## src/design/utcdst_pkg.sv

```systemverilog
// ----------------------------------------------------------------------------
// utcdst_pkg
// Types, codes and calendar helpers shared by the UTC to local time resolver.
// ----------------------------------------------------------------------------
package utcdst_pkg;

    localparam int YEAR_MIN           = 1601;
    localparam int YEAR_MAX           = 30827;
    localparam int MAX_OFFSET_MINUTES = 1440;
    localparam int MIN_PER_DAY        = 24 * 60;
    localparam int QDEPTH             = 2;
    localparam int QPTR_W             = $clog2(QDEPTH);
    localparam int QCNT_W             = $clog2(QDEPTH + 1);
    localparam int CFG_INDEX_W        = 3;
    localparam int CFG_DATA_W         = 54;

    localparam logic [2:0] ST_UNKNOWN       = 3'd0;
    localparam logic [2:0] ST_STANDARD      = 3'd1;
    localparam logic [2:0] ST_DAYLIGHT      = 3'd2;
    localparam logic [2:0] ST_INVALID       = 3'd3;
    localparam logic [2:0] ST_NOT_SUPPORTED = 3'd4;

    localparam logic [CFG_INDEX_W-1:0] CFG_BASE_BIAS     = 3'd0;
    localparam logic [CFG_INDEX_W-1:0] CFG_STANDARD_BIAS = 3'd1;
    localparam logic [CFG_INDEX_W-1:0] CFG_DAYLIGHT_BIAS = 3'd2;
    localparam logic [CFG_INDEX_W-1:0] CFG_STANDARD_RULE = 3'd3;
    localparam logic [CFG_INDEX_W-1:0] CFG_DAYLIGHT_RULE = 3'd4;

    typedef struct packed {
        logic [14:0] utc_year;
        logic [3:0]  utc_month;
        logic [4:0]  utc_day;
        logic [4:0]  utc_hour;
        logic [5:0]  utc_minute;
        logic [5:0]  utc_second;
        logic [9:0]  utc_millis;
        logic [14:0] rule_year;
        logic        strict_mode;
    } req_t;

    typedef struct packed {
        logic [2:0]  zone_status;
        logic [14:0] local_year;
        logic [3:0]  local_month;
        logic [4:0]  local_day;
        logic [2:0]  local_weekday;
        logic [4:0]  local_hour;
        logic [5:0]  local_minute;
        logic [5:0]  local_second;
        logic [9:0]  local_millis;
    } rsp_t;

    typedef struct packed {
        logic signed [11:0] base_bias;
        logic signed [12:0] standard_extra_bias;
        logic signed [12:0] daylight_extra_bias;
        logic [53:0]        standard_rule;
        logic [53:0]        daylight_rule;
    } cfg_t;

    typedef struct packed {
        logic [14:0] year;
        logic [3:0]  month;
        logic [2:0]  dow;
        logic [4:0]  day;
        logic [4:0]  hour;
        logic [5:0]  minute;
        logic [5:0]  second;
        logic [9:0]  millis;
    } rule_t;

    // One classified request on its way from the front end to the back end.
    typedef struct packed {
        logic        early_invalid;
        logic        rule_ignored;
        logic        strict;
        logic [14:0] rule_year;
        logic [14:0] utc_year;
        logic [3:0]  utc_month;
        logic [4:0]  utc_day;
        logic [4:0]  utc_hour;
        logic [5:0]  utc_minute;
        logic [5:0]  utc_second;
        logic [9:0]  utc_millis;
        logic [2:0]  utc_dow;
        logic        utc_leap;
        logic [4:0]  utc_mlen;
        logic [50:0] std_start;
        logic [50:0] day_start;
    } job_t;

    typedef struct packed {
        logic        ok;
        logic [14:0] year;
        logic [3:0]  month;
        logic [4:0]  day;
        logic [2:0]  dow;
        logic [4:0]  hour;
        logic [5:0]  minute;
    } cand_t;

    function automatic logic year_ok(input logic [14:0] y);
        return (y >= 15'(YEAR_MIN)) && (y <= 15'(YEAR_MAX));
    endfunction

    // Quotient by 100 through a scaled reciprocal; exact over 15-bit years.
    function automatic logic [8:0] div100(input logic [14:0] y);
        logic [27:0] p;
        p = 28'(y) * 28'd5243;
        return p[27:19];
    endfunction

    function automatic logic leap_year(input logic [14:0] y);
        logic [8:0]  q;
        logic [14:0] r;
        q = div100(y);
        r = y - 15'(q) * 15'd100;
        return ((y[1:0] == 2'd0) && (r != 15'd0)) || ((r == 15'd0) && (q[1:0] == 2'd0));
    endfunction

    function automatic logic [4:0] month_len(input logic [3:0] m, input logic lp);
        logic [4:0] ml;
        case (m)
            4'd1, 4'd3, 4'd5, 4'd7, 4'd8, 4'd10, 4'd12: ml = 5'd31;
            4'd4, 4'd6, 4'd9, 4'd11:                     ml = 5'd30;
            4'd2:                                        ml = lp ? 5'd29 : 5'd28;
            default:                                     ml = 5'd0;
        endcase
        return ml;
    endfunction

    // Days from March 1 to the first of the month, in a year starting in March.
    function automatic logic [8:0] month_offset(input logic [3:0] m);
        logic [8:0] off;
        case (m)
            4'd3:    off = 9'd0;
            4'd4:    off = 9'd31;
            4'd5:    off = 9'd61;
            4'd6:    off = 9'd92;
            4'd7:    off = 9'd122;
            4'd8:    off = 9'd153;
            4'd9:    off = 9'd184;
            4'd10:   off = 9'd214;
            4'd11:   off = 9'd245;
            4'd12:   off = 9'd275;
            4'd1:    off = 9'd306;
            4'd2:    off = 9'd337;
            default: off = 9'd0;
        endcase
        return off;
    endfunction

    // Day count from March 1 of year zero.
    function automatic logic [23:0] day_number(input logic [14:0] y, input logic [3:0] m,
                                               input logic [4:0] d);
        logic [14:0] yy;
        logic [8:0]  q;
        yy = (m <= 4'd2) ? y - 15'd1 : y;
        q  = div100(yy);
        return 24'(yy) * 24'd365 + 24'(yy[14:2]) - 24'(q) + 24'(q[8:2])
               + 24'(month_offset(m)) + 24'(d) - 24'd1;
    endfunction

    // March 1 of year zero was a Wednesday; the remainder by 7 uses a reciprocal.
    function automatic logic [2:0] weekday(input logic [23:0] dn);
        logic [23:0] n;
        logic [48:0] p;
        logic [23:0] r;
        n = dn + 24'd3;
        p = 49'(n) * 49'd19173962;
        r = n - 24'(p[48:27]) * 24'd7;
        return r[2:0];
    endfunction

    function automatic rule_t unpack_rule(input logic [53:0] r);
        rule_t s;
        s.millis = r[9:0];
        s.second = r[15:10];
        s.minute = r[21:16];
        s.hour   = r[26:22];
        s.day    = r[31:27];
        s.dow    = r[34:32];
        s.month  = r[38:35];
        s.year   = r[53:39];
        return s;
    endfunction

    function automatic logic time_ok(input rule_t s);
        return (s.hour <= 5'd23) && (s.minute <= 6'd59) && (s.second <= 6'd59)
               && (s.millis <= 10'd999);
    endfunction

    function automatic logic rule_relative(input rule_t s);
        return (s.year == 15'd0) && (s.month >= 4'd1) && (s.month <= 4'd12)
               && (s.dow <= 3'd6) && (s.day >= 5'd1) && (s.day <= 5'd5) && time_ok(s);
    endfunction

    function automatic logic rule_absolute(input rule_t s);
        return year_ok(s.year) && (s.month >= 4'd1) && (s.month <= 4'd12)
               && (s.day >= 5'd1) && (s.day <= month_len(s.month, leap_year(s.year)))
               && time_ok(s);
    endfunction

    function automatic logic signed [13:0] bias_sum(input logic signed [11:0] b,
                                                    input logic signed [12:0] x);
        return $signed({{2{b[11]}}, b}) + $signed({x[12], x});
    endfunction

    function automatic logic bias_in_range(input logic signed [13:0] v);
        return (v <= $signed(14'(MAX_OFFSET_MINUTES)))
               && (v >= -$signed(14'(MAX_OFFSET_MINUTES)));
    endfunction

    function automatic logic biases_ok(input cfg_t c);
        return bias_in_range(bias_sum(c.base_bias, 13'sd0))
               && bias_in_range(bias_sum(c.base_bias, c.standard_extra_bias))
               && bias_in_range(bias_sum(c.base_bias, c.daylight_extra_bias));
    endfunction

    // Day of the nth weekday; a fifth occurrence past the month end falls back a week.
    function automatic logic [4:0] rel_day(input logic [2:0] first, input logic [2:0] dow,
                                           input logic [4:0] n, input logic [4:0] mlen);
        logic [5:0] base;
        logic [5:0] dd;
        base = 6'(dow) + 6'd1 + 6'(n - 5'd1) * 6'd7;
        dd   = (first <= dow) ? base - 6'(first) : base + 6'd7 - 6'(first);
        if (dd > 6'(mlen))
        begin
            dd = dd - 6'd7;
        end
        return dd[4:0];
    endfunction

    // Local candidate: UTC minus the bias. A valid bias moves the date by one day at most.
    function automatic cand_t shift_cand(input job_t j, input logic signed [13:0] bias);
        cand_t              c;
        logic [10:0]        hm;
        logic signed [14:0] tot;
        logic [10:0]        rem;
        logic [21:0]        p;
        logic [4:0]         hr;
        hm      = 11'(j.utc_hour) * 11'd60 + 11'(j.utc_minute);
        tot     = $signed({4'b0, hm}) - $signed({bias[13], bias});
        c.year  = j.utc_year;
        c.month = j.utc_month;
        c.day   = j.utc_day;
        c.dow   = j.utc_dow;
        if (tot < 15'sd0)
        begin
            rem   = 11'(tot + $signed(15'(MIN_PER_DAY)));
            c.dow = (j.utc_dow == 3'd0) ? 3'd6 : j.utc_dow - 3'd1;
            if (j.utc_day == 5'd1)
            begin
                if (j.utc_month == 4'd1)
                begin
                    c.month = 4'd12;
                    c.year  = j.utc_year - 15'd1;
                    c.day   = 5'd31;
                end
                else
                begin
                    c.month = j.utc_month - 4'd1;
                    c.day   = (j.utc_month == 4'd3) ? (j.utc_leap ? 5'd29 : 5'd28)
                                                    : month_len(j.utc_month - 4'd1, 1'b0);
                end
            end
            else
            begin
                c.day = j.utc_day - 5'd1;
            end
        end
        else if (tot >= 15'(MIN_PER_DAY))
        begin
            rem   = 11'(tot - 15'(MIN_PER_DAY));
            c.dow = (j.utc_dow == 3'd6) ? 3'd0 : j.utc_dow + 3'd1;
            if (j.utc_day == j.utc_mlen)
            begin
                c.day = 5'd1;
                if (j.utc_month == 4'd12)
                begin
                    c.month = 4'd1;
                    c.year  = j.utc_year + 15'd1;
                end
                else
                begin
                    c.month = j.utc_month + 4'd1;
                end
            end
            else
            begin
                c.day = j.utc_day + 5'd1;
            end
        end
        else
        begin
            rem = tot[10:0];
        end
        p        = 22'(rem) * 22'd1093;
        hr       = p[20:16];
        c.hour   = hr;
        c.minute = 6'(rem - 11'(hr) * 11'd60);
        c.ok     = year_ok(c.year);
        return c;
    endfunction

    function automatic logic [50:0] stamp_key(input cand_t c, input logic [5:0] s,
                                              input logic [9:0] ms);
        return {c.year, c.month, c.day, c.hour, c.minute, s, ms};
    endfunction

endpackage

```

## src/design/utcdst_back.sv

```systemverilog
// ----------------------------------------------------------------------------
// utcdst_back
// Forms three local candidates, sets standard, daylight, unknown, invalid or
// not-supported status and holds the result in the output register.
// ----------------------------------------------------------------------------
module utcdst_back (
    input  logic             clk,
    input  logic             rst_n,
    input  logic             job_valid,
    output logic             job_ready,
    input  utcdst_pkg::job_t job,
    input  utcdst_pkg::cfg_t cfg,
    output logic             rsp_valid,
    input  logic             rsp_ready,
    output utcdst_pkg::rsp_t rsp_data
);
    import utcdst_pkg::*;

    rsp_t       rsp_reg;
    rsp_t       rsp_next;
    logic       rsp_valid_reg;
    logic       rsp_valid_next;
    logic       load;
    cand_t      cu;
    cand_t      cs;
    cand_t      cd;
    cand_t      ch;
    logic [2:0] st;
    logic       std_before_day;
    logic       day_before_std;

    assign job_ready = !rsp_valid_reg || rsp_ready;
    assign load      = job_valid && job_ready;

    always_comb
    begin
        cu = shift_cand(job, bias_sum(cfg.base_bias, 13'sd0));
        cs = shift_cand(job, bias_sum(cfg.base_bias, cfg.standard_extra_bias));
        cd = shift_cand(job, bias_sum(cfg.base_bias, cfg.daylight_extra_bias));
        std_before_day = stamp_key(cs, job.utc_second, job.utc_millis) < job.day_start;
        day_before_std = stamp_key(cd, job.utc_second, job.utc_millis) < job.std_start;

        if (job.rule_ignored)
        begin
            ch = cu;
            st = ST_UNKNOWN;
        end
        else if (job.std_start < job.day_start)
        begin
            ch = (!day_before_std && std_before_day) ? cs : cd;
            st = (!day_before_std && std_before_day) ? ST_STANDARD : ST_DAYLIGHT;
        end
        else if (job.std_start > job.day_start)
        begin
            ch = (!std_before_day && day_before_std) ? cd : cs;
            st = (!std_before_day && day_before_std) ? ST_DAYLIGHT : ST_STANDARD;
        end
        else
        begin
            // Both transitions at the same instant.
            ch = (cfg.daylight_extra_bias != 13'sd0) ? cd : cu;
            st = (cfg.daylight_extra_bias != 13'sd0) ? ST_DAYLIGHT : ST_UNKNOWN;
        end
        if (job.strict && (ch.year != job.rule_year))
        begin
            st = ST_NOT_SUPPORTED;
        end

        rsp_next = '0;
        if (job.early_invalid || !cu.ok || !cs.ok || !cd.ok)
        begin
            rsp_next.zone_status = ST_INVALID;
        end
        else if (job.strict && (cu.year != job.rule_year) && (cs.year != job.rule_year)
                 && (cd.year != job.rule_year))
        begin
            rsp_next.zone_status = ST_NOT_SUPPORTED;
        end
        else
        begin
            rsp_next.zone_status   = st;
            rsp_next.local_year    = ch.year;
            rsp_next.local_month   = ch.month;
            rsp_next.local_day     = ch.day;
            rsp_next.local_weekday = ch.dow;
            rsp_next.local_hour    = ch.hour;
            rsp_next.local_minute  = ch.minute;
            rsp_next.local_second  = job.utc_second;
            rsp_next.local_millis  = job.utc_millis;
        end
    end

    assign rsp_valid_next = load ? 1'b1 : (rsp_ready ? 1'b0 : rsp_valid_reg);

    always_ff @(posedge clk or negedge rst_n)
    begin
        if (!rst_n)
        begin
            rsp_valid_reg <= 1'b0;
        end
        else
        begin
            rsp_valid_reg <= rsp_valid_next;
        end
    end

    always_ff @(posedge clk)
    begin
        if (load)
        begin
            rsp_reg <= rsp_next;
        end
    end

    assign rsp_valid = rsp_valid_reg;
    assign rsp_data  = rsp_reg;

    a_invalid_zero: assert property (@(posedge clk) disable iff (!rst_n)
        (rsp_valid_reg && (rsp_reg.zone_status == ST_INVALID))
        |-> ((rsp_reg.local_year == 15'd0) && (rsp_reg.local_month == 4'd0)))
        else $error("invalid result carries a nonzero date");

    a_good_range: assert property (@(posedge clk) disable iff (!rst_n)
        (rsp_valid_reg && ((rsp_reg.zone_status == ST_UNKNOWN)
                           || (rsp_reg.zone_status == ST_STANDARD)
                           || (rsp_reg.zone_status == ST_DAYLIGHT)))
        |-> (year_ok(rsp_reg.local_year) && (rsp_reg.local_hour <= 5'd23)
             && (rsp_reg.local_minute <= 6'd59) && (rsp_reg.local_weekday <= 3'd6)))
        else $error("resolved local time out of range");

    a_load_shows: assert property (@(posedge clk) disable iff (!rst_n)
        load |=> rsp_valid_reg)
        else $error("loaded result not presented");

endmodule
```

## config.mk

```make
export PLATFORM = sky130hd
export DESIGN_NAME = utcdst_back
export DESIGN_NICKNAME = d
export VERILOG_FILES = /design/src/design/utcdst_pkg.sv /design/src/design/utcdst_back.sv
export SDC_FILE = /design/constraint.sdc
export NUM_CORES = 1
export LEC_CHECK = 0
export BUFFER_PORTS_ARGS = -buffer_cell sky130_fd_sc_hd__buf_2
export CORE_AREA = 4 4 294 239
export CTS_CLUSTER_DIAMETER = 60
export DETAILED_ROUTE_END_ITERATION = 8
export DIE_AREA = 0 0 298 243
export GPL_ROUTABILITY_DRIVEN = 0
export SYNTH_ARGS = -nofsm -noshare
export SYNTH_HDL_FRONTEND = slang
export SYNTH_SLANG_ARGS = --single-unit
```

## constraint.sdc

```tcl
create_clock -name clk -period 3.7 [get_ports clk]
set_input_delay 1.11 -clock clk [delete_from_list [all_inputs] [get_ports clk]]
set_output_delay 1.11 -clock clk [all_outputs]
set_load 0.03 [all_outputs]
```

==> metrics.yaml <==
outcome:
  outcome: "finished, violations left"
  violations: "negative setup slack"
die:
  rows: 85
  die_w_um: 298
  io_pins: 389
  die-area_um2: 72400
  die_h_um: 243
  start_util: 0.299
  core_um2: 67000
timing:
  hold_viol: 0
  fin_crit_sh: 3.90
  skew_ns: 0.00917
  drv_slew: 0
  finalSetupViolations: 57
  clock.fmax_mhz: 69.4
  fin_crit_ns: 14.42
  layout_setup_ws_ns: -10.72
  rsz0062_at_grt: "true"
  slew_headroom: 0.449
  worst_pin_slew_ns: 0.806
drt:
  num_vias: 24724
  wirelength_um: 90700
  viasPerCell: 5.37
  firstDrtPassIters: 9
  drt_iter0_drc: 2344
  wl_per_cell_um: 19.7
  ant_nets: 0
  post-route-drc-count: 0
placement:
  port_buffers: 280
  post-place-ws_ns: -11.41
  dp_hpwl_um: 74700
cells_and_area:
  drive_gt1_frac: 0.425
  multiInputGateArea_um2: 18600
  fillers: 6368
  nets: 4518
  utilization: 0.477
  mostFrequentLayoutCell: "buf_4"
  largest_reg_flops: 57
  final_cell_mix: "898 x buf_4, 374 x ha_1, 316 x inv_1"
  regArea_um2: 1740
  syn_to_final_growth_pct: 59.8
yosys:
  syn-cell-area_um2: 20000
  synth.distinct_cells: 107
  ys_top_cells_by_area: "ha_1 26%, edfxtp_1 8.6%, inv_1 6.2%"
  syn_nets: 3378
  synth_top_area_share: 0.261
  ys_seq_elements: 58
  yosysWarnings: 0
  synth_cells: 2579
  synth.yosys.seq_area_share: 0.0868
  synth_edf_count: 57
  async_reset_ff_frac: 0.0172
  syn_avg_cell_area_um2: 7.76
  synthFlopType: "edfxtp_1"
  yosysTopAreaCell: "ha_1"
clocking:
  cts_buffer_depth: 2
  holdBufCountCts: 0
  cts_max_level: 3
  cts-root-buf: "clkbuf_16"
  cts_buffers: 9
  cts_tree: "yes"
  clk_latency_ns: 0.33
  cts_sinks: 58
  clkTransAtPathRegs_ns: 0.06
setup_path:
  crit_path_max_fanout: 6
  rrSetupSlack_ns: 2.30
  end_kind: "register"
  startpoint_type: "input pin"
  crit_required_ns: 3.79
  cp_slowest_cell: "or4_4"
  cp_slowest_stage_delay_ns: 0.59
  cp.arrival_ns: 14.51
  cp_common_cell: "buf_4"
  worstSetupPathType: "input pin to register"
hold_path:
  hp-class: "input pin to asynchronous set/reset pin"
global_route:
  grt_usage: 0.237
  antenna_found_initial: 19
  grt-ovfl-total: 0
  grt_max_degree: 43
  grt_pass1_vias: 24073
  grt_pass1_wl_um: 137000
job:
  maxCapViolCount: 0
==> repair_timing <==
| action | CTS | global route |
|---|---|---|
| setup endpoints to repair | 57 | 57 |
| gates cloned | 0 | 1 |
| resized for setup | 194 | 112 |
| setup buffers | 109 | 38 |
| pin swaps | 132 | 69 |
==> synthesized netlist by cell type, types with 19 or more instances <==
library cell	n
a2111oi_0	19
a21oi_1	188
a22oi_1	25
and3_1	21
a31oi_1	30
o21ai_0	106
edfxtp_1	57
o22ai_1	21
nand2_1	165
nor3_1	89
a211oi_1	41
clkbuf_1	86
o211ai_1	26
inv_1	330
nor3b_1	25
ha_1	417
nand4_1	50
fa_1	52
xor2_1	36
nand2b_1	25
nor4_1	22
and2_1	26
nand3_1	56
xnor2_1	106
nor2_1	143
a21o_1	40
==> critical path: cells and delay by family <==
family / cells / cell delay [ns]
xor+xnor: 7 / 1.13
buf+inv: 18 / 2.12
compound gates: 15 / 2.93
fa+ha+maj: 15 / 5.18
simple gates: 12 / 2.02
==> path summary, 6_finish.rpt <==
check                                to  depth (start not counted)       from
max                        rsp_data[56]                         67   job[133]
min                           rsp_valid                          1      rst_n
max reg2reg                rsp_data[39]                          3  rsp_valid
min reg2reg                   rsp_valid                          2  rsp_valid
max in group asynchronous     rsp_valid                          1      rst_n
min in group clk              rsp_valid                          2  rsp_valid
==> layer usage <==
metal / GRT usage / part of all wire / up-vias
met1: 0.325 / 0.44 / 11497
li1: - / - / 11839
met4: 0.0784 / 0.039 / 14
met5: 0 / 0.00089 / -
met3: 0.0564 / 0.097 / 205
met2: 0.365 / 0.43 / 1169
==> area by class of cell <==
| class | instances | share of cell area |
|---|---|---|
| Clock inverter | 7 | 0.00391 |
| Tap cell | 870 | 0.0340 |
| Multi-Input combinational cell | 2080 | 0.581 |
| Timing Repair Buffer | 1239 | 0.280 |
| Inverter | 331 | 0.0389 |
| Sequential cell | 58 | 0.0543 |
| Antenna cell | 11 | 0.000861 |
| Clock buffer | 9 | 0.00704 |
==> per-stage QoR <==
| stage | cells | hold slack, ns | area (um^2) | setup TNS, ns |
|---|---|---|---|---|
| 2_1_floorplan | 2579 | 0.814 | 20800 | -463.37 |
| 3_3_place_gp | 4443 | 0.534 | 29000 | -501.77 |
| 3_5_place_dp | 4443 | 0.520 | 29000 | -514.90 |
| 4_1_cts | 4560 | 0.518 | 31100 | -521.60 |
| 5_1_grt | 4600 | 0.522 | 32000 | -563.12 |
| 6_report | 4605 | 0.535 | 32000 | -535.12 |
==> cell families after synthesis <==
family,count (synthesis),synth area share
DFF,58,0.0868
adders and majority gates,469,0.313
muxes,18,0.00988
and+or+nand+nor,715,0.184
buffers and inverters,441,0.0837
AOI/OAI and AO/OA,732,0.256
xor gates and xnor gates,146,0.0660
Power is left out: the tool's default activity adds up to more than one toggle a clock period on the data nets, which glitch-free logic cannot reach.
