`src/design/utcdst_pkg.sv`:
```
// ----------------------------------------------------------------------------
// utcdst_pkg
// Types, codes and calendar helpers shared by the UTC to local time resolver.
// ----------------------------------------------------------------------------
package utcdst_pkg;

    localparam int YEAR_MIN           = 1601;
    localparam int YEAR_MAX           = 30827;
    localparam int MAX_OFFSET_MINUTES = 1440;
    localparam int MIN_PER_DAY        = 24 * 60;
    localparam int QDEPTH             = 2;
    localparam int QPTR_W             = $clog2(QDEPTH);
    localparam int QCNT_W             = $clog2(QDEPTH + 1);
    localparam int CFG_INDEX_W        = 3;
    localparam int CFG_DATA_W         = 54;

    localparam logic [2:0] ST_UNKNOWN       = 3'd0;
    localparam logic [2:0] ST_STANDARD      = 3'd1;
    localparam logic [2:0] ST_DAYLIGHT      = 3'd2;
    localparam logic [2:0] ST_INVALID       = 3'd3;
    localparam logic [2:0] ST_NOT_SUPPORTED = 3'd4;

    localparam logic [CFG_INDEX_W-1:0] CFG_BASE_BIAS     = 3'd0;
    localparam logic [CFG_INDEX_W-1:0] CFG_STANDARD_BIAS = 3'd1;
    localparam logic [CFG_INDEX_W-1:0] CFG_DAYLIGHT_BIAS = 3'd2;
    localparam logic [CFG_INDEX_W-1:0] CFG_STANDARD_RULE = 3'd3;
    localparam logic [CFG_INDEX_W-1:0] CFG_DAYLIGHT_RULE = 3'd4;

    typedef struct packed {
        logic [14:0] utc_year;
        logic [3:0]  utc_month;
        logic [4:0]  utc_day;
        logic [4:0]  utc_hour;
        logic [5:0]  utc_minute;
        logic [5:0]  utc_second;
        logic [9:0]  utc_millis;
        logic [14:0] rule_year;
        logic        strict_mode;
    } req_t;

    typedef struct packed {
        logic [2:0]  zone_status;
        logic [14:0] local_year;
        logic [3:0]  local_month;
        logic [4:0]  local_day;
        logic [2:0]  local_weekday;
        logic [4:0]  local_hour;
        logic [5:0]  local_minute;
        logic [5:0]  local_second;
        logic [9:0]  local_millis;
    } rsp_t;

    typedef struct packed {
        logic signed [11:0] base_bias;
        logic signed [12:0] standard_extra_bias;
        logic signed [12:0] daylight_extra_bias;
        logic [53:0]        standard_rule;
        logic [53:0]        daylight_rule;
    } cfg_t;

    typedef struct packed {
        logic [14:0] year;
        logic [3:0]  month;
        logic [2:0]  dow;
        logic [4:0]  day;
        logic [4:0]  hour;
        logic [5:0]  minute;
        logic [5:0]  second;
        logic [9:0]  millis;
    } rule_t;

    // One classified request on its way from the front end to the back end.
    typedef struct packed {
        logic        early_invalid;
        logic        rule_ignored;
        logic        strict;
        logic [14:0] rule_year;
        logic [14:0] utc_year;
        logic [3:0]  utc_month;
        logic [4:0]  utc_day;
        logic [4:0]  utc_hour;
        logic [5:0]  utc_minute;
        logic [5:0]  utc_second;
        logic [9:0]  utc_millis;
        logic [2:0]  utc_dow;
        logic        utc_leap;
        logic [4:0]  utc_mlen;
        logic [50:0] std_start;
        logic [50:0] day_start;
    } job_t;

    typedef struct packed {
        logic        ok;
        logic [14:0] year;
        logic [3:0]  month;
        logic [4:0]  day;
        logic [2:0]  dow;
        logic [4:0]  hour;
        logic [5:0]  minute;
    } cand_t;

    function automatic logic year_ok(input logic [14:0] y);
        return (y >= 15'(YEAR_MIN)) && (y <= 15'(YEAR_MAX));
    endfunction

    // Quotient by 100 through a scaled reciprocal; exact over 15-bit years.
    function automatic logic [8:0] div100(input logic [14:0] y);
        logic [27:0] p;
        p = 28'(y) * 28'd5243;
        return p[27:19];
    endfunction

    function automatic logic leap_year(input logic [14:0] y);
        logic [8:0]  q;
        logic [14:0] r;
        q = div100(y);
        r = y - 15'(q) * 15'd100;
        return ((y[1:0] == 2'd0) && (r != 15'd0)) || ((r == 15'd0) && (q[1:0] == 2'd0));
    endfunction

    function automatic logic [4:0] month_len(input logic [3:0] m, input logic lp);
        logic [4:0] ml;
        case (m)
            4'd1, 4'd3, 4'd5, 4'd7, 4'd8, 4'd10, 4'd12: ml = 5'd31;
            4'd4, 4'd6, 4'd9, 4'd11:                     ml = 5'd30;
            4'd2:                                        ml = lp ? 5'd29 : 5'd28;
            default:                                     ml = 5'd0;
        endcase
        return ml;
    endfunction

    // Days from March 1 to the first of the month, in a year starting in March.
    function automatic logic [8:0] month_offset(input logic [3:0] m);
        logic [8:0] off;
        case (m)
            4'd3:    off = 9'd0;
            4'd4:    off = 9'd31;
            4'd5:    off = 9'd61;
            4'd6:    off = 9'd92;
            4'd7:    off = 9'd122;
            4'd8:    off = 9'd153;
            4'd9:    off = 9'd184;
            4'd10:   off = 9'd214;
            4'd11:   off = 9'd245;
            4'd12:   off = 9'd275;
            4'd1:    off = 9'd306;
            4'd2:    off = 9'd337;
            default: off = 9'd0;
        endcase
        return off;
    endfunction

    // Day count from March 1 of year zero.
    function automatic logic [23:0] day_number(input logic [14:0] y, input logic [3:0] m,
                                               input logic [4:0] d);
        logic [14:0] yy;
        logic [8:0]  q;
        yy = (m <= 4'd2) ? y - 15'd1 : y;
        q  = div100(yy);
        return 24'(yy) * 24'd365 + 24'(yy[14:2]) - 24'(q) + 24'(q[8:2])
               + 24'(month_offset(m)) + 24'(d) - 24'd1;
    endfunction

    // March 1 of year zero was a Wednesday; the remainder by 7 uses a reciprocal.
    function automatic logic [2:0] weekday(input logic [23:0] dn);
        logic [23:0] n;
        logic [48:0] p;
        logic [23:0] r;
        n = dn + 24'd3;
        p = 49'(n) * 49'd19173962;
        r = n - 24'(p[48:27]) * 24'd7;
        return r[2:0];
    endfunction

    function automatic rule_t unpack_rule(input logic [53:0] r);
        rule_t s;
        s.millis = r[9:0];
        s.second = r[15:10];
        s.minute = r[21:16];
        s.hour   = r[26:22];
        s.day    = r[31:27];
        s.dow    = r[34:32];
        s.month  = r[38:35];
        s.year   = r[53:39];
        return s;
    endfunction

    function automatic logic time_ok(input rule_t s);
        return (s.hour <= 5'd23) && (s.minute <= 6'd59) && (s.second <= 6'd59)
               && (s.millis <= 10'd999);
    endfunction

    function automatic logic rule_relative(input rule_t s);
        return (s.year == 15'd0) && (s.month >= 4'd1) && (s.month <= 4'd12)
               && (s.dow <= 3'd6) && (s.day >= 5'd1) && (s.day <= 5'd5) && time_ok(s);
    endfunction

    function automatic logic rule_absolute(input rule_t s);
        return year_ok(s.year) && (s.month >= 4'd1) && (s.month <= 4'd12)
               && (s.day >= 5'd1) && (s.day <= month_len(s.month, leap_year(s.year)))
               && time_ok(s);
    endfunction

    function automatic logic signed [13:0] bias_sum(input logic signed [11:0] b,
                                                    input logic signed [12:0] x);
        return $signed({{2{b[11]}}, b}) + $signed({x[12], x});
    endfunction

    function automatic logic bias_in_range(input logic signed [13:0] v);
        return (v <= $signed(14'(MAX_OFFSET_MINUTES)))
               && (v >= -$signed(14'(MAX_OFFSET_MINUTES)));
    endfunction

    function automatic logic biases_ok(input cfg_t c);
        return bias_in_range(bias_sum(c.base_bias, 13'sd0))
               && bias_in_range(bias_sum(c.base_bias, c.standard_extra_bias))
               && bias_in_range(bias_sum(c.base_bias, c.daylight_extra_bias));
    endfunction

    // Day of the nth weekday; a fifth occurrence past the month end falls back a week.
    function automatic logic [4:0] rel_day(input logic [2:0] first, input logic [2:0] dow,
                                           input logic [4:0] n, input logic [4:0] mlen);
        logic [5:0] base;
        logic [5:0] dd;
        base = 6'(dow) + 6'd1 + 6'(n - 5'd1) * 6'd7;
        dd   = (first <= dow) ? base - 6'(first) : base + 6'd7 - 6'(first);
        if (dd > 6'(mlen))
        begin
            dd = dd - 6'd7;
        end
        return dd[4:0];
    endfunction

    // Local candidate: UTC minus the bias. A valid bias moves the date by one day at most.
    function automatic cand_t shift_cand(input job_t j, input logic signed [13:0] bias);
        cand_t              c;
        logic [10:0]        hm;
        logic signed [14:0] tot;
        logic [10:0]        rem;
        logic [21:0]        p;
        logic [4:0]         hr;
        hm      = 11'(j.utc_hour) * 11'd60 + 11'(j.utc_minute);
        tot     = $signed({4'b0, hm}) - $signed({bias[13], bias});
        c.year  = j.utc_year;
        c.month = j.utc_month;
        c.day   = j.utc_day;
        c.dow   = j.utc_dow;
        if (tot < 15'sd0)
        begin
            rem   = 11'(tot + $signed(15'(MIN_PER_DAY)));
            c.dow = (j.utc_dow == 3'd0) ? 3'd6 : j.utc_dow - 3'd1;
            if (j.utc_day == 5'd1)
            begin
                if (j.utc_month == 4'd1)
                begin
                    c.month = 4'd12;
                    c.year  = j.utc_year - 15'd1;
                    c.day   = 5'd31;
                end
                else
                begin
                    c.month = j.utc_month - 4'd1;
                    c.day   = (j.utc_month == 4'd3) ? (j.utc_leap ? 5'd29 : 5'd28)
                                                    : month_len(j.utc_month - 4'd1, 1'b0);
                end
            end
            else
            begin
                c.day = j.utc_day - 5'd1;
            end
        end
        else if (tot >= 15'(MIN_PER_DAY))
        begin
            rem   = 11'(tot - 15'(MIN_PER_DAY));
            c.dow = (j.utc_dow == 3'd6) ? 3'd0 : j.utc_dow + 3'd1;
            if (j.utc_day == j.utc_mlen)
            begin
                c.day = 5'd1;
                if (j.utc_month == 4'd12)
                begin
                    c.month = 4'd1;
                    c.year  = j.utc_year + 15'd1;
                end
                else
                begin
                    c.month = j.utc_month + 4'd1;
                end
            end
            else
            begin
                c.day = j.utc_day + 5'd1;
            end
        end
        else
        begin
            rem = tot[10:0];
        end
        p        = 22'(rem) * 22'd1093;
        hr       = p[20:16];
        c.hour   = hr;
        c.minute = 6'(rem - 11'(hr) * 11'd60);
        c.ok     = year_ok(c.year);
        return c;
    endfunction

    function automatic logic [50:0] stamp_key(input cand_t c, input logic [5:0] s,
                                              input logic [9:0] ms);
        return {c.year, c.month, c.day, c.hour, c.minute, s, ms};
    endfunction

endpackage

```
`src/design/utcdst_queue.sv`:
```
// ----------------------------------------------------------------------------
// utcdst_queue
// Short queue of classified requests between the front and back ends.
// ----------------------------------------------------------------------------
module utcdst_queue (
    input  logic             clk,
    input  logic             rst_n,
    input  logic             push_valid,
    output logic             push_ready,
    input  utcdst_pkg::job_t push_data,
    output logic             pop_valid,
    input  logic             pop_ready,
    output utcdst_pkg::job_t pop_data
);
    import utcdst_pkg::*;

    job_t              mem_reg [QDEPTH];
    logic [QPTR_W-1:0] wr_ptr_reg;
    logic [QPTR_W-1:0] wr_ptr_next;
    logic [QPTR_W-1:0] rd_ptr_reg;
    logic [QPTR_W-1:0] rd_ptr_next;
    logic [QCNT_W-1:0] count_reg;
    logic [QCNT_W-1:0] count_next;
    logic              push;
    logic              pop;

    assign push_ready = (count_reg != QCNT_W'(QDEPTH));
    assign pop_valid  = (count_reg != '0);
    assign push       = push_valid && push_ready;
    assign pop        = pop_valid && pop_ready;
    assign pop_data   = mem_reg[rd_ptr_reg];

    always_comb
    begin
        wr_ptr_next = wr_ptr_reg;
        rd_ptr_next = rd_ptr_reg;
        count_next  = count_reg;
        if (push)
        begin
            wr_ptr_next = (wr_ptr_reg == QPTR_W'(QDEPTH - 1)) ? '0 : wr_ptr_reg + 1'b1;
        end
        if (pop)
        begin
            rd_ptr_next = (rd_ptr_reg == QPTR_W'(QDEPTH - 1)) ? '0 : rd_ptr_reg + 1'b1;
        end
        if (push && !pop)
        begin
            count_next = count_reg + 1'b1;
        end
        else if (pop && !push)
        begin
            count_next = count_reg - 1'b1;
        end
    end

    always_ff @(posedge clk or negedge rst_n)
    begin
        if (!rst_n)
        begin
            wr_ptr_reg <= '0;
            rd_ptr_reg <= '0;
            count_reg  <= '0;
        end
        else
        begin
            wr_ptr_reg <= wr_ptr_next;
            rd_ptr_reg <= rd_ptr_next;
            count_reg  <= count_next;
        end
    end

    always_ff @(posedge clk)
    begin
        if (push)
        begin
            mem_reg[wr_ptr_reg] <= push_data;
        end
    end

    a_count_bound: assert property (@(posedge clk) disable iff (!rst_n)
        count_reg <= QCNT_W'(QDEPTH))
        else $error("queue holds more entries than its depth");

    a_count_up: assert property (@(posedge clk) disable iff (!rst_n)
        (push && !pop) |=> (count_reg == $past(count_reg) + 1'b1))
        else $error("queue count did not rise on a lone push");

    a_count_down: assert property (@(posedge clk) disable iff (!rst_n)
        (pop && !push) |=> (count_reg == $past(count_reg) - 1'b1))
        else $error("queue count did not fall on a lone pop");

endmodule

```
`config.mk`:
```
export PLATFORM = sky130hd
export DESIGN_NAME = utcdst_queue
export DESIGN_NICKNAME = d
export VERILOG_FILES = /design/src/design/utcdst_pkg.sv /design/src/design/utcdst_queue.sv
export SDC_FILE = /design/constraint.sdc
export NUM_CORES = 1
export LEC_CHECK = 0
export BUFFER_PORTS_ARGS = -buffer_cell sky130_fd_sc_hd__buf_2
export CAP_MARGIN = 20
export CORE_UTILIZATION = 56
export DETAILED_ROUTE_END_ITERATION = 8
export MAX_ROUTING_LAYER = met4
export PLACE_DENSITY = 0.88
export SLEW_MARGIN = 10
export SYNTH_ARGS = -nofsm -noshare
export SYNTH_HDL_FRONTEND = slang
export SYNTH_SLANG_ARGS = --single-unit
```
`constraint.sdc`:
```
create_clock -name clk -period 14.4 [get_ports clk]
set_input_delay 0.72 -clock clk [delete_from_list [all_inputs] [get_ports clk]]
set_output_delay 0.72 -clock clk [all_outputs]
set_load 0.03 [all_outputs]
```
==> results.txt <==
* RSZ-0062 raised after global routing: no
* First-pass iteration count of the detailed router: 4
* Xor and xnor area share after synthesis: 0.323%
- Final period demand of the worst path: around 3.8 ns
- The tightest min-delay check is of the in2reg type.
- The floorplan has 56 rows.
* Vias per std cell: 5.25
- By startpoint and endpoint, the worst setup path is classified as reg2out.
- The initial antenna violation count came to 3.
- Relative area change from synthesis to final layout: 25.2%
- STA puts the critical path data arrival time at ~3.1 ns.
- In the routed design, unresolved DRC markers number 0.
- Among all flip-flop cells after synthesis, the most frequent one is sky130_fd_sc_hd__edfxtp_1.
* Global placer's final weighted congestion: roughly 0.76
- Max FFs per register: between 300 and 400
- Final worst-path cycle share: 26.7%
* Run status: completed
- Of the cells placed in the final design, the portion with a size suffix greater than 1 is roughly three fifths.
* Startpoint kind of the worst setup timing path: flip-flop
- Maximum root-to-sink buffer count: 3
- Worst slew margin relative to its limit: 29.1%
- Routed length per instance: around 21 um
- Area share of the leading cell type in the synthesized netlist: 79.9%
* Critical path's largest stage delay: 1.04 ns
- Reg clk slew, reported paths: 0.06 ns
* H-tree level count: 2
- Final layout net count: between 1000 and 1500
- DIE HEIGHT: roughly 160 um
* CTS Buf Count: 37
- The number of gates resized after CTS was 0.
* Initial core utilization: 57.3%
- The number of hold-slack violations in the final timing report is 0.
- The floorplan step defined a core boundary enclosing around 0.024 mm2.
- Top post-synthesis cells by count: sky130_fd_sc_hd__edfxtp_1, sky130_fd_sc_hd__mux2_2, sky130_fd_sc_hd__mux2_4
- Measured on the finished design, the core utilization comes to 71.8%.
* Power density of the placed cells: ~230 mW/mm2
- For the pin with the worst max-slew slack, the measured transition is 1.06 ns.
* Number of maximum-capacitance constraint violations: 0
- Of the total synthesized cell area, the portion taken by full adders, half adders and majority gates is 0.0924%.
- Cell with the most instances after synthesis: sky130_fd_sc_hd__edfxtp_1
- Filler Cells Inserted: 1435
* Mux cell area share after synthesis: 17.5%
- GRT Util Overall: 22.9%
- Cells after synthesis: 578
* Insertion delay to the later sink of the worst-skew pair: roughly 0.5 ns
- Crit. End Element: output port
- The first routing iteration left 451 violations.
- The number of max-slew violations in the final report was 0.
* Number of global-route vias before repair: 7303
- The mapped netlist covers 0.0135 mm2.
* Worst Skew: 0.0141 ns
* Final number of setup-violating endpoints: 0
- Post-CTS setup buffer count: 0
- Cell at the slowest stage of the critical path: sky130_fd_sc_hd__dfrtp_4
- Number of nets produced by synthesis: 763
- In this run the remaining antenna-violating nets after routing total 0.
- After routing, the total negative slack on setup checks comes to 0 ns.
- Area contributors post-synth: sky130_fd_sc_hd__edfxtp_1, sky130_fd_sc_hd__mux2_4, sky130_fd_sc_hd__mux2_2
- Storage cell area: about 0.011 mm2
* Synth Area in Compound Gates: 0%
- The first global-routing pass estimated 40200 um of wire.
- PortBufs: ~370
* Buf/Inv on CP: 2
- The final route contains 6935 vias.
* CTS tree: yes
- For this run, the number of Yosys warnings is 0.
* P_leak: 6.61 nW
- Averaged over all synthesized cells, the footprint is 23.4 um2.
* Count of pins on the block boundary: between 300 and 400
- After synthesis, the largest family of logic cells by area is multiplexers.
- The signal on the critical path passes through buf_4 -> mux2_2 -> buf_2.
- Post-synth top area cell: sky130_fd_sc_hd__edfxtp_1
- TritonCTS sink count: 364
- Sequential-to-total area share from yosys stat: between 80% and 90%
- Async set-reset flop share out of synthesis: approximately 1.1%
* Top achievable clock speed: 260 MHz
* Worst Hold Slack: 0.396 ns
- Die outline width: around 160 um
- Flip-flop and latch count after synthesis: 364
- Number of unique standard cell types used by synthesis: 15
- The total overflow left after global routing is 0.
* Required time of the critical path: between 10 and 15 ns
- Entering global routing, the biggest net connects 80 pins.
- Master cell of the clock root buffer: sky130_fd_sc_hd__clkbuf_16
* Crit path max-delay family: buffers and inverters
* Post-synthesis share of cell area spent on and, or, nand and nor gates: less than 1%
* Area used by multi-input combinational logic: 0.00247 mm2
- Counting flops with a built-in enable in the synthesized netlist gives 360.
- For this block, the routed nets add up to 28400 um of wire.
* Maximum vdd drop: between 0.00015 and 0.0002 V
- Estimated wirelength of the detail-placed design: 18500 um
- The die covers 0.0248 mm2.
- Along the worst path, the maximum fanout reaches 65.
## through the flow
step	total power [W]	std cells	worst slack, ns	instance area [um2]
final	0.00392	1320	10.55	16900
after global routing	0.00407	1319	10.41	16900
after CTS	0.00396	1316	10.50	16900
after detailed placement	0.00297	1249	11.04	15700
after global placement	0.00292	1248	11.07	15700
after floorplan	0.00266	578	5.32	13500
## worst reg2reg max path, delay by kind of cell (launching register included)
kind / cells / cell delay [ns]
buffers and inverters: 2 / 0.99
DFF: 1 / 0.41
and+or+nand+nor: 3 / 0.83
## cells in the final DEF, fill, tap and decap left out, types with 2 or more instances in the layout
cell,netlist,layout
sky130_fd_sc_hd__buf_2,9,365
sky130_fd_sc_hd__edfxtp_1,360,360
sky130_fd_sc_hd__mux2_2,90,90
sky130_fd_sc_hd__mux2_4,90,90
sky130_fd_sc_hd__clkbuf_16,0,39
sky130_fd_sc_hd__clkinv_1,0,8
sky130_fd_sc_hd__bufinv_16,0,6
sky130_fd_sc_hd__clkbuf_1,0,6
sky130_fd_sc_hd__buf_4,0,6
sky130_fd_sc_hd__diode_2,0,4
sky130_fd_sc_hd__clkinv_2,0,4
sky130_fd_sc_hd__xnor2_1,3,3
sky130_fd_sc_hd__dfrtp_1,4,3
sky130_fd_sc_hd__nand2_1,2,2
sky130_fd_sc_hd__xor2_1,2,2
sky130_fd_sc_hd__clkinvlp_4,0,2
## report_power, final
group          switching (W)  internal (W)
combinational       0.000890      0.000507
sequential          0.000101       0.00145
clock               0.000374      0.000601
total                0.00136       0.00256
## per-layer routing
layer  global-route usage, %  vias up  wire length (um)
li1                        -     3093                 -
met1                    24.0     3476             10100
met2                    41.7      309             15500
met3                    5.89       57              2120
met4                    7.54        0               656
met5                       -        -                 0
## cell type report
type                    instances  area share, %
diodes                          4         0.0591
clock buffers                  45           5.89
clock inverters                21           1.50
inverters                       1         0.0221
multi-input cells             193           14.6
flip-flops and latches        364           64.4
well taps                     319           2.35
repair buffers                373           11.2
## repair_timing
action | CTS | global route
hold endpoints to repair | 4 | 0
hold buffers | 1 | 0
setup endpoints to repair | 0 | 0
## cell families after synthesis
logic type                 Yosys count
adders and majority gates            1
muxes                              180
xor gates and xnor gates             5
DFF                                364
buffers and inverters               21
and+or+nand+nor                      7
## path summary, 6_finish.rpt
path,startpoint,end,slack (ns),cells past startpoint
setup reg to reg,count_reg[0]$_DFFE_PN0P_,mem_reg[0][62]$_DFFE_PP_,11.75,5
setup / recovery,rd_ptr_reg$_DFFE_PN0P_,pop_data[175],10.55,3
min in group asynchronous,rst_n,rd_ptr_reg$_DFFE_PN0P_,0.56,2
hold reg to reg,count_reg[1]$_DFFE_PN0P_,count_reg[1]$_DFFE_PN0P_,0.50,1
max in group asynchronous,rst_n,rd_ptr_reg$_DFFE_PN0P_,13.71,2
hold / removal,push_data[173],mem_reg[0][173]$_DFFE_PP_,0.40,1
No activity file was read; power rests on OpenSTA's default activity.
