--- config.mk ---
export PLATFORM = sky130hd
export DESIGN_NAME = utcdst_front
export DESIGN_NICKNAME = d
export VERILOG_FILES = /design/src/design/utcdst_pkg.sv /design/src/design/utcdst_front.sv
export SDC_FILE = /design/constraint.sdc
export NUM_CORES = 2
export LEC_CHECK = 0
export ABC_AREA = 1
export ABC_CLOCK_PERIOD_IN_PS = 25200
export BUFFER_PORTS_ARGS = -buffer_cell sky130_fd_sc_hd__buf_2
export CORE_ASPECT_RATIO = 1.5
export CORE_MARGIN = 2
export CORE_UTILIZATION = 42
export CTS_CLUSTER_SIZE = 28
export DETAILED_ROUTE_END_ITERATION = 8
export HOLD_SLACK_MARGIN = 0.08
export PLACE_DENSITY = 0.56
export SLEW_MARGIN = 20
export SYNTH_ARGS = -nofsm -noshare
export SYNTH_HDL_FRONTEND = slang
export SYNTH_SLANG_ARGS = --single-unit
--- constraint.sdc ---
create_clock -name clk -period 25.2 [get_ports clk]
set_input_delay 3.78 -clock clk [delete_from_list [all_inputs] [get_ports clk]]
set_output_delay 3.78 -clock clk [all_outputs]
set_load 0.02 [all_outputs]
--- src/design/utcdst_pkg.sv ---
// ----------------------------------------------------------------------------
// utcdst_pkg
// Types, codes and calendar helpers shared by the UTC to local time resolver.
// ----------------------------------------------------------------------------
package utcdst_pkg;

    localparam int YEAR_MIN           = 1601;
    localparam int YEAR_MAX           = 30827;
    localparam int MAX_OFFSET_MINUTES = 1440;
    localparam int MIN_PER_DAY        = 24 * 60;
    localparam int QDEPTH             = 2;
    localparam int QPTR_W             = $clog2(QDEPTH);
    localparam int QCNT_W             = $clog2(QDEPTH + 1);
    localparam int CFG_INDEX_W        = 3;
    localparam int CFG_DATA_W         = 54;

    localparam logic [2:0] ST_UNKNOWN       = 3'd0;
    localparam logic [2:0] ST_STANDARD      = 3'd1;
    localparam logic [2:0] ST_DAYLIGHT      = 3'd2;
    localparam logic [2:0] ST_INVALID       = 3'd3;
    localparam logic [2:0] ST_NOT_SUPPORTED = 3'd4;

    localparam logic [CFG_INDEX_W-1:0] CFG_BASE_BIAS     = 3'd0;
    localparam logic [CFG_INDEX_W-1:0] CFG_STANDARD_BIAS = 3'd1;
    localparam logic [CFG_INDEX_W-1:0] CFG_DAYLIGHT_BIAS = 3'd2;
    localparam logic [CFG_INDEX_W-1:0] CFG_STANDARD_RULE = 3'd3;
    localparam logic [CFG_INDEX_W-1:0] CFG_DAYLIGHT_RULE = 3'd4;

    typedef struct packed {
        logic [14:0] utc_year;
        logic [3:0]  utc_month;
        logic [4:0]  utc_day;
        logic [4:0]  utc_hour;
        logic [5:0]  utc_minute;
        logic [5:0]  utc_second;
        logic [9:0]  utc_millis;
        logic [14:0] rule_year;
        logic        strict_mode;
    } req_t;

    typedef struct packed {
        logic [2:0]  zone_status;
        logic [14:0] local_year;
        logic [3:0]  local_month;
        logic [4:0]  local_day;
        logic [2:0]  local_weekday;
        logic [4:0]  local_hour;
        logic [5:0]  local_minute;
        logic [5:0]  local_second;
        logic [9:0]  local_millis;
    } rsp_t;

    typedef struct packed {
        logic signed [11:0] base_bias;
        logic signed [12:0] standard_extra_bias;
        logic signed [12:0] daylight_extra_bias;
        logic [53:0]        standard_rule;
        logic [53:0]        daylight_rule;
    } cfg_t;

    typedef struct packed {
        logic [14:0] year;
        logic [3:0]  month;
        logic [2:0]  dow;
        logic [4:0]  day;
        logic [4:0]  hour;
        logic [5:0]  minute;
        logic [5:0]  second;
        logic [9:0]  millis;
    } rule_t;

    // One classified request on its way from the front end to the back end.
    typedef struct packed {
        logic        early_invalid;
        logic        rule_ignored;
        logic        strict;
        logic [14:0] rule_year;
        logic [14:0] utc_year;
        logic [3:0]  utc_month;
        logic [4:0]  utc_day;
        logic [4:0]  utc_hour;
        logic [5:0]  utc_minute;
        logic [5:0]  utc_second;
        logic [9:0]  utc_millis;
        logic [2:0]  utc_dow;
        logic        utc_leap;
        logic [4:0]  utc_mlen;
        logic [50:0] std_start;
        logic [50:0] day_start;
    } job_t;

    typedef struct packed {
        logic        ok;
        logic [14:0] year;
        logic [3:0]  month;
        logic [4:0]  day;
        logic [2:0]  dow;
        logic [4:0]  hour;
        logic [5:0]  minute;
    } cand_t;

    function automatic logic year_ok(input logic [14:0] y);
        return (y >= 15'(YEAR_MIN)) && (y <= 15'(YEAR_MAX));
    endfunction

    // Quotient by 100 through a scaled reciprocal; exact over 15-bit years.
    function automatic logic [8:0] div100(input logic [14:0] y);
        logic [27:0] p;
        p = 28'(y) * 28'd5243;
        return p[27:19];
    endfunction

    function automatic logic leap_year(input logic [14:0] y);
        logic [8:0]  q;
        logic [14:0] r;
        q = div100(y);
        r = y - 15'(q) * 15'd100;
        return ((y[1:0] == 2'd0) && (r != 15'd0)) || ((r == 15'd0) && (q[1:0] == 2'd0));
    endfunction

    function automatic logic [4:0] month_len(input logic [3:0] m, input logic lp);
        logic [4:0] ml;
        case (m)
            4'd1, 4'd3, 4'd5, 4'd7, 4'd8, 4'd10, 4'd12: ml = 5'd31;
            4'd4, 4'd6, 4'd9, 4'd11:                     ml = 5'd30;
            4'd2:                                        ml = lp ? 5'd29 : 5'd28;
            default:                                     ml = 5'd0;
        endcase
        return ml;
    endfunction

    // Days from March 1 to the first of the month, in a year starting in March.
    function automatic logic [8:0] month_offset(input logic [3:0] m);
        logic [8:0] off;
        case (m)
            4'd3:    off = 9'd0;
            4'd4:    off = 9'd31;
            4'd5:    off = 9'd61;
            4'd6:    off = 9'd92;
            4'd7:    off = 9'd122;
            4'd8:    off = 9'd153;
            4'd9:    off = 9'd184;
            4'd10:   off = 9'd214;
            4'd11:   off = 9'd245;
            4'd12:   off = 9'd275;
            4'd1:    off = 9'd306;
            4'd2:    off = 9'd337;
            default: off = 9'd0;
        endcase
        return off;
    endfunction

    // Day count from March 1 of year zero.
    function automatic logic [23:0] day_number(input logic [14:0] y, input logic [3:0] m,
                                               input logic [4:0] d);
        logic [14:0] yy;
        logic [8:0]  q;
        yy = (m <= 4'd2) ? y - 15'd1 : y;
        q  = div100(yy);
        return 24'(yy) * 24'd365 + 24'(yy[14:2]) - 24'(q) + 24'(q[8:2])
               + 24'(month_offset(m)) + 24'(d) - 24'd1;
    endfunction

    // March 1 of year zero was a Wednesday; the remainder by 7 uses a reciprocal.
    function automatic logic [2:0] weekday(input logic [23:0] dn);
        logic [23:0] n;
        logic [48:0] p;
        logic [23:0] r;
        n = dn + 24'd3;
        p = 49'(n) * 49'd19173962;
        r = n - 24'(p[48:27]) * 24'd7;
        return r[2:0];
    endfunction

    function automatic rule_t unpack_rule(input logic [53:0] r);
        rule_t s;
        s.millis = r[9:0];
        s.second = r[15:10];
        s.minute = r[21:16];
        s.hour   = r[26:22];
        s.day    = r[31:27];
        s.dow    = r[34:32];
        s.month  = r[38:35];
        s.year   = r[53:39];
        return s;
    endfunction

    function automatic logic time_ok(input rule_t s);
        return (s.hour <= 5'd23) && (s.minute <= 6'd59) && (s.second <= 6'd59)
               && (s.millis <= 10'd999);
    endfunction

    function automatic logic rule_relative(input rule_t s);
        return (s.year == 15'd0) && (s.month >= 4'd1) && (s.month <= 4'd12)
               && (s.dow <= 3'd6) && (s.day >= 5'd1) && (s.day <= 5'd5) && time_ok(s);
    endfunction

    function automatic logic rule_absolute(input rule_t s);
        return year_ok(s.year) && (s.month >= 4'd1) && (s.month <= 4'd12)
               && (s.day >= 5'd1) && (s.day <= month_len(s.month, leap_year(s.year)))
               && time_ok(s);
    endfunction

    function automatic logic signed [13:0] bias_sum(input logic signed [11:0] b,
                                                    input logic signed [12:0] x);
        return $signed({{2{b[11]}}, b}) + $signed({x[12], x});
    endfunction

    function automatic logic bias_in_range(input logic signed [13:0] v);
        return (v <= $signed(14'(MAX_OFFSET_MINUTES)))
               && (v >= -$signed(14'(MAX_OFFSET_MINUTES)));
    endfunction

    function automatic logic biases_ok(input cfg_t c);
        return bias_in_range(bias_sum(c.base_bias, 13'sd0))
               && bias_in_range(bias_sum(c.base_bias, c.standard_extra_bias))
               && bias_in_range(bias_sum(c.base_bias, c.daylight_extra_bias));
    endfunction

    // Day of the nth weekday; a fifth occurrence past the month end falls back a week.
    function automatic logic [4:0] rel_day(input logic [2:0] first, input logic [2:0] dow,
                                           input logic [4:0] n, input logic [4:0] mlen);
        logic [5:0] base;
        logic [5:0] dd;
        base = 6'(dow) + 6'd1 + 6'(n - 5'd1) * 6'd7;
        dd   = (first <= dow) ? base - 6'(first) : base + 6'd7 - 6'(first);
        if (dd > 6'(mlen))
        begin
            dd = dd - 6'd7;
        end
        return dd[4:0];
    endfunction

    // Local candidate: UTC minus the bias. A valid bias moves the date by one day at most.
    function automatic cand_t shift_cand(input job_t j, input logic signed [13:0] bias);
        cand_t              c;
        logic [10:0]        hm;
        logic signed [14:0] tot;
        logic [10:0]        rem;
        logic [21:0]        p;
        logic [4:0]         hr;
        hm      = 11'(j.utc_hour) * 11'd60 + 11'(j.utc_minute);
        tot     = $signed({4'b0, hm}) - $signed({bias[13], bias});
        c.year  = j.utc_year;
        c.month = j.utc_month;
        c.day   = j.utc_day;
        c.dow   = j.utc_dow;
        if (tot < 15'sd0)
        begin
            rem   = 11'(tot + $signed(15'(MIN_PER_DAY)));
            c.dow = (j.utc_dow == 3'd0) ? 3'd6 : j.utc_dow - 3'd1;
            if (j.utc_day == 5'd1)
            begin
                if (j.utc_month == 4'd1)
                begin
                    c.month = 4'd12;
                    c.year  = j.utc_year - 15'd1;
                    c.day   = 5'd31;
                end
                else
                begin
                    c.month = j.utc_month - 4'd1;
                    c.day   = (j.utc_month == 4'd3) ? (j.utc_leap ? 5'd29 : 5'd28)
                                                    : month_len(j.utc_month - 4'd1, 1'b0);
                end
            end
            else
            begin
                c.day = j.utc_day - 5'd1;
            end
        end
        else if (tot >= 15'(MIN_PER_DAY))
        begin
            rem   = 11'(tot - 15'(MIN_PER_DAY));
            c.dow = (j.utc_dow == 3'd6) ? 3'd0 : j.utc_dow + 3'd1;
            if (j.utc_day == j.utc_mlen)
            begin
                c.day = 5'd1;
                if (j.utc_month == 4'd12)
                begin
                    c.month = 4'd1;
                    c.year  = j.utc_year + 15'd1;
                end
                else
                begin
                    c.month = j.utc_month + 4'd1;
                end
            end
            else
            begin
                c.day = j.utc_day + 5'd1;
            end
        end
        else
        begin
            rem = tot[10:0];
        end
        p        = 22'(rem) * 22'd1093;
        hr       = p[20:16];
        c.hour   = hr;
        c.minute = 6'(rem - 11'(hr) * 11'd60);
        c.ok     = year_ok(c.year);
        return c;
    endfunction

    function automatic logic [50:0] stamp_key(input cand_t c, input logic [5:0] s,
                                              input logic [9:0] ms);
        return {c.year, c.month, c.day, c.hour, c.minute, s, ms};
    endfunction

endpackage

--- src/design/utcdst_front.sv ---
// ----------------------------------------------------------------------------
// utcdst_front
// Accepts requests, checks them against the configuration and resolves the
// two transition dates, placing relative rules in the rule year.
// ----------------------------------------------------------------------------
module utcdst_front (
    input  logic              clk,
    input  logic              rst_n,
    input  logic              req_valid,
    output logic              req_ready,
    input  utcdst_pkg::req_t  req_data,
    input  utcdst_pkg::cfg_t  cfg,
    output logic              job_valid,
    input  logic              job_ready,
    output utcdst_pkg::job_t  job
);
    import utcdst_pkg::*;

    typedef struct packed {
        req_t        req;
        logic [14:0] ry;
        logic        ry_leap;
        logic        utc_leap;
        logic [4:0]  utc_mlen;
        logic        early_invalid;
        logic        rule_ignored;
        logic        s_rel;
        logic        d_rel;
        logic [23:0] dn_utc;
        logic [23:0] dn_s;
        logic [23:0] dn_d;
    } stage_a_t;

    stage_a_t   a_reg;
    stage_a_t   a_next;
    logic       a_valid_reg;
    logic       a_valid_next;
    rule_t      srule;
    rule_t      drule;
    logic       s_abs;
    logic       d_abs;
    logic       utc_ok;
    logic [2:0] s_first;
    logic [2:0] d_first;
    logic [4:0] s_day;
    logic [4:0] d_day;

    assign srule = unpack_rule(cfg.standard_rule);
    assign drule = unpack_rule(cfg.daylight_rule);

    always_comb
    begin
        a_next.req      = req_data;
        a_next.ry       = (req_data.rule_year == 15'd0) ? req_data.utc_year : req_data.rule_year;
        a_next.ry_leap  = leap_year(a_next.ry);
        a_next.utc_leap = leap_year(req_data.utc_year);
        a_next.utc_mlen = month_len(req_data.utc_month, a_next.utc_leap);
        a_next.s_rel    = rule_relative(srule);
        a_next.d_rel    = rule_relative(drule);
        s_abs           = rule_absolute(srule);
        d_abs           = rule_absolute(drule);
        utc_ok = year_ok(req_data.utc_year) && (req_data.utc_month >= 4'd1)
                 && (req_data.utc_month <= 4'd12) && (req_data.utc_day >= 5'd1)
                 && (req_data.utc_day <= a_next.utc_mlen) && (req_data.utc_hour <= 5'd23)
                 && (req_data.utc_minute <= 6'd59) && (req_data.utc_second <= 6'd59)
                 && (req_data.utc_millis <= 10'd999);
        a_next.early_invalid = !year_ok(a_next.ry) || !biases_ok(cfg)
                               || !(a_next.s_rel || s_abs || (srule.month == 4'd0))
                               || !(a_next.d_rel || d_abs || (drule.month == 4'd0))
                               || !utc_ok;
        // Among acceptable rules, only a month of zero is neither relative nor absolute.
        a_next.rule_ignored = (!a_next.s_rel && !s_abs) || (!a_next.d_rel && !d_abs);
        a_next.dn_utc = day_number(req_data.utc_year, req_data.utc_month, req_data.utc_day);
        a_next.dn_s   = day_number(a_next.ry, srule.month, 5'd1);
        a_next.dn_d   = day_number(a_next.ry, drule.month, 5'd1);
    end

    assign req_ready    = !a_valid_reg || job_ready;
    assign a_valid_next = req_ready ? req_valid : a_valid_reg;

    always_ff @(posedge clk or negedge rst_n)
    begin
        if (!rst_n)
        begin
            a_valid_reg <= 1'b0;
        end
        else
        begin
            a_valid_reg <= a_valid_next;
        end
    end

    always_ff @(posedge clk)
    begin
        if (req_valid && req_ready)
        begin
            a_reg <= a_next;
        end
    end

    always_comb
    begin
        s_first = weekday(a_reg.dn_s);
        d_first = weekday(a_reg.dn_d);
        s_day   = rel_day(s_first, srule.dow, srule.day, month_len(srule.month, a_reg.ry_leap));
        d_day   = rel_day(d_first, drule.dow, drule.day, month_len(drule.month, a_reg.ry_leap));

        job.early_invalid = a_reg.early_invalid;
        job.rule_ignored  = a_reg.rule_ignored;
        job.strict        = a_reg.req.strict_mode;
        job.rule_year     = a_reg.ry;
        job.utc_year      = a_reg.req.utc_year;
        job.utc_month     = a_reg.req.utc_month;
        job.utc_day       = a_reg.req.utc_day;
        job.utc_hour      = a_reg.req.utc_hour;
        job.utc_minute    = a_reg.req.utc_minute;
        job.utc_second    = a_reg.req.utc_second;
        job.utc_millis    = a_reg.req.utc_millis;
        job.utc_dow       = weekday(a_reg.dn_utc);
        job.utc_leap      = a_reg.utc_leap;
        job.utc_mlen      = a_reg.utc_mlen;
        job.std_start = a_reg.s_rel
            ? {a_reg.ry, srule.month, s_day, srule.hour, srule.minute, srule.second, srule.millis}
            : {srule.year, srule.month, srule.day, srule.hour, srule.minute, srule.second,
               srule.millis};
        job.day_start = a_reg.d_rel
            ? {a_reg.ry, drule.month, d_day, drule.hour, drule.minute, drule.second, drule.millis}
            : {drule.year, drule.month, drule.day, drule.hour, drule.minute, drule.second,
               drule.millis};
    end

    assign job_valid = a_valid_reg;

endmodule

==> flow_metrics.py <==
metrics = {
    "timing": {
        "rsz0062_at_grt": "false",
        "final_max_slew_viol_count": 0,
        "fmax_mhz": 60.0,
        "setup_viol": 0,
        "period_minus_slack_ns": 16.67,
        "worst_slew_pin_slew_ns": 1.13,
        "fin_worst_skew_ns": 0.0125,
        "max-slew-margin-rel": 0.244,
        "finalHoldViolCount": 0,
        "finalCritPeriodShare": 0.662,
        "tns_ns": 0,
    },
    "hold_path": {
        "min_path_type": "reg -> reg",
        "whs_path_depth": 1,
        "whs_endpoint": "job[178]",
        "hold_start": "job_valid",
    },
    "clock_network": {
        "cts_sinks": 149,
        "clk_latency_ns": 0.52,
        "cts.path.max_buffers": 2,
        "ctsHoldBuffers": 0,
        "postCtsSetupRepairBufs": 0,
        "cts.clk_slew.worst_paths_ns": 0.08,
        "h-tree-depth": 4,
        "cts_buffers": 17,
        "cts_resized": 0,
        "cts_tree": "built",
        "cts_root_buffer": "clkbuf_16",
    },
    "route": {
        "postRouteAntennaNets": 0,
        "dr.pass1.iters": 8,
        "via_per_inst": 4.96,
        "via_count": 50500,
        "drc": 0,
        "wirelength_um": 182000,
        "drtIter0Drc": 1654,
        "post_drt_wl_per_cell_um": 17.9,
    },
    "critical_path": {
        "rrSetupSlack_ns": 23.07,
        "slowest_stage": "xnor2_1",
        "crit_arrival_ns": 12.89,
        "r2r-end": "job[117]",
        "required_ns": 21.42,
        "worstSetupStartpointType": "flop",
        "reg2reg_depth": 2,
        "endpoint_kind": "output pin",
        "max_stage_delay_ns": 0.64,
        "cpMostUsedCell": "inv_1",
        "crit_fanout": 9,
        "critical_path_class": "reg -> out",
        "timing.rr.start": "job_valid",
    },
    "logic_synthesis": {
        "ys_types": 66,
        "synth_area_um2": 70500,
        "synth_nets": 10700,
        "yosys.area_share.simple": 0.0743,
        "synth-main-ff-cell": "edfxtp_1",
        "synth.avg_cell_area_um2": 9.22,
        "yosysSeqAreaShare": 0.0634,
        "netlist_instances": 7648,
        "yosys.area.top_type": "ha_1",
        "async_reset_ff_frac": 0.00671,
        "synth_fa_ha_area_frac": 0.623,
        "synth.area.top_cells": "ha_1 (32%), fa_1 (30%), inv_1 (11%), edfxtp_1 (6.3%), nand2_1 (3.4%)",
        "synth.ff_latch_count": 149,
        "synth_top_area_share": 0.318,
        "synth_compound_area_frac": 0.0612,
        "synth_top_family_by_area": "adder cells",
        "synthMuxAreaShare": 0,
        "synthXorXnorAreaFrac": 0.0498,
        "synth_edf_count": 148,
        "synth-warning-count": 0,
    },
    "finish": {
        "nNetsFinal": 11000,
        "drive_gt1_frac": 0.0615,
        "final_common_cell": "inv_1",
        "largest_reg_flops": 75,
        "syn2layout_area_growth_pct": 6.55,
        "layout_common_cells": "inv_1 (2123), ha_1 (1794), fa_1 (1071)",
    },
    "floorplanning": {
        "ios": 399,
        "die-area_um2": 171000,
        "core.rowCount": 184,
        "start_util": 0.422,
        "core_area_um2": 167000,
        "die-width_um": 338,
        "dieHeight_um": 506,
    },
    "global_routing": {
        "grt_max_degree": 145,
        "grt_use_total": 0.220,
        "antenna_found_initial": 10,
        "overflow": 0,
        "grt_pass1_wl_um": 295000,
        "grt_pass1_vias": 55900,
    },
    "job": {
        "cap_violations": 0,
    },
    "placed_design": {
        "port_buffers": 358,
        "gp_congestion": 0.932,
        "dp_hpwl_um": 164000,
    },
    "status": {
        "outcome": "completed",
    },
}
## metrics by stage
stage	instances	setup WS (ns)	utilization	cell area [um2]	hold slack, ns
2_1_floorplan	7648	9.57	-	70500	0.768
3_3_place_gp	10200	8.76	0.446	74500	0.818
3_5_place_dp	10200	8.64	0.446	74500	0.829
4_1_cts	10200	8.44	0.449	75100	0.836
5_1_grt	10200	7.60	0.449	75100	0.819
6_report	10200	8.53	0.449	75100	0.801
## critical path: cells and delay by family, from the launching register on
family | cells | cell delay (ns)
DFF | 1 | 0.40
and+or+nand+nor | 11 | 1.33
AOI/OAI and AO/OA | 9 | 1.46
xor gates and xnor gates | 8 | 2.46
buffers and inverters | 11 | 1.19
adders and majority gates | 14 | 5.52
## layout make-up
| class | instances | area (um2) |
|---|---|---|
| fill | 16500 | 92000 |
| timing repair buffer | 422 | 2290 |
| antenna | 7 | 17.5 |
| tap | 2232 | 2790 |
| inverter | 2127 | 7980 |
| multi-input combinational | 5221 | 57000 |
| clock inverter | 11 | 151 |
| sequential | 149 | 4470 |
| clock buffer | 19 | 433 |
## how the worst max path moves through the flow
stage	from	endpoint	slack, ns	cells after the start
after floorplan	req_data[5]	a_reg[46]	9.57	60
after global placement	req_data[7]	a_reg[46]	8.76	59
after detailed placement	req_data[7]	a_reg[46]	8.64	58
after CTS	a_reg[0]	job[30]	8.44	54
after global routing	a_reg[0]	job[30]	7.60	53
final	a_reg[0]	job[30]	8.53	53
## cells by family (layout without fill, tap and decap cells)
logic type,after synthesis,after routing
buffers and inverters,2278,2579
xor gates and xnor gates,397,397
adders and majority gates,2865,2865
other,0,7
and+or+nand+nor,1210,1210
AOI/OAI and AO/OA,749,749
DFF,149,149
## cell usage after synthesis (5+ instances only)
cell,instances
o21a_1,7
a221oi_1,8
a31oi_1,25
nand3b_1,7
o211ai_1,9
nand3_1,154
nand4_1,85
o2111ai_1,15
clkbuf_1,14
a21oi_1,318
o21bai_1,33
nor2_1,218
xnor2_1,157
buf_4,137
nor3_1,46
fa_1,1071
nand2_1,645
nor4_1,19
xor2_1,237
a21o_1,26
o22ai_1,8
or2_2,11
o31ai_1,6
a21boi_0,6
o221ai_1,10
a22oi_1,5
edfxtp_1,148
inv_1,2123
ha_1,1794
o21ai_0,217
a211oi_1,28
## layer usage
metal  global-route usage  wire length [um]  up-vias
met3               0.0190              5340      272
met1                0.243             70700    24800
met5                    0                10        -
met2                0.428             98400      909
li1                     -                 -    24500
met4               0.0893              7830        2
Power is not shown: default switching activity piles up to over one toggle a cycle in this logic, so the estimate is an artifact.
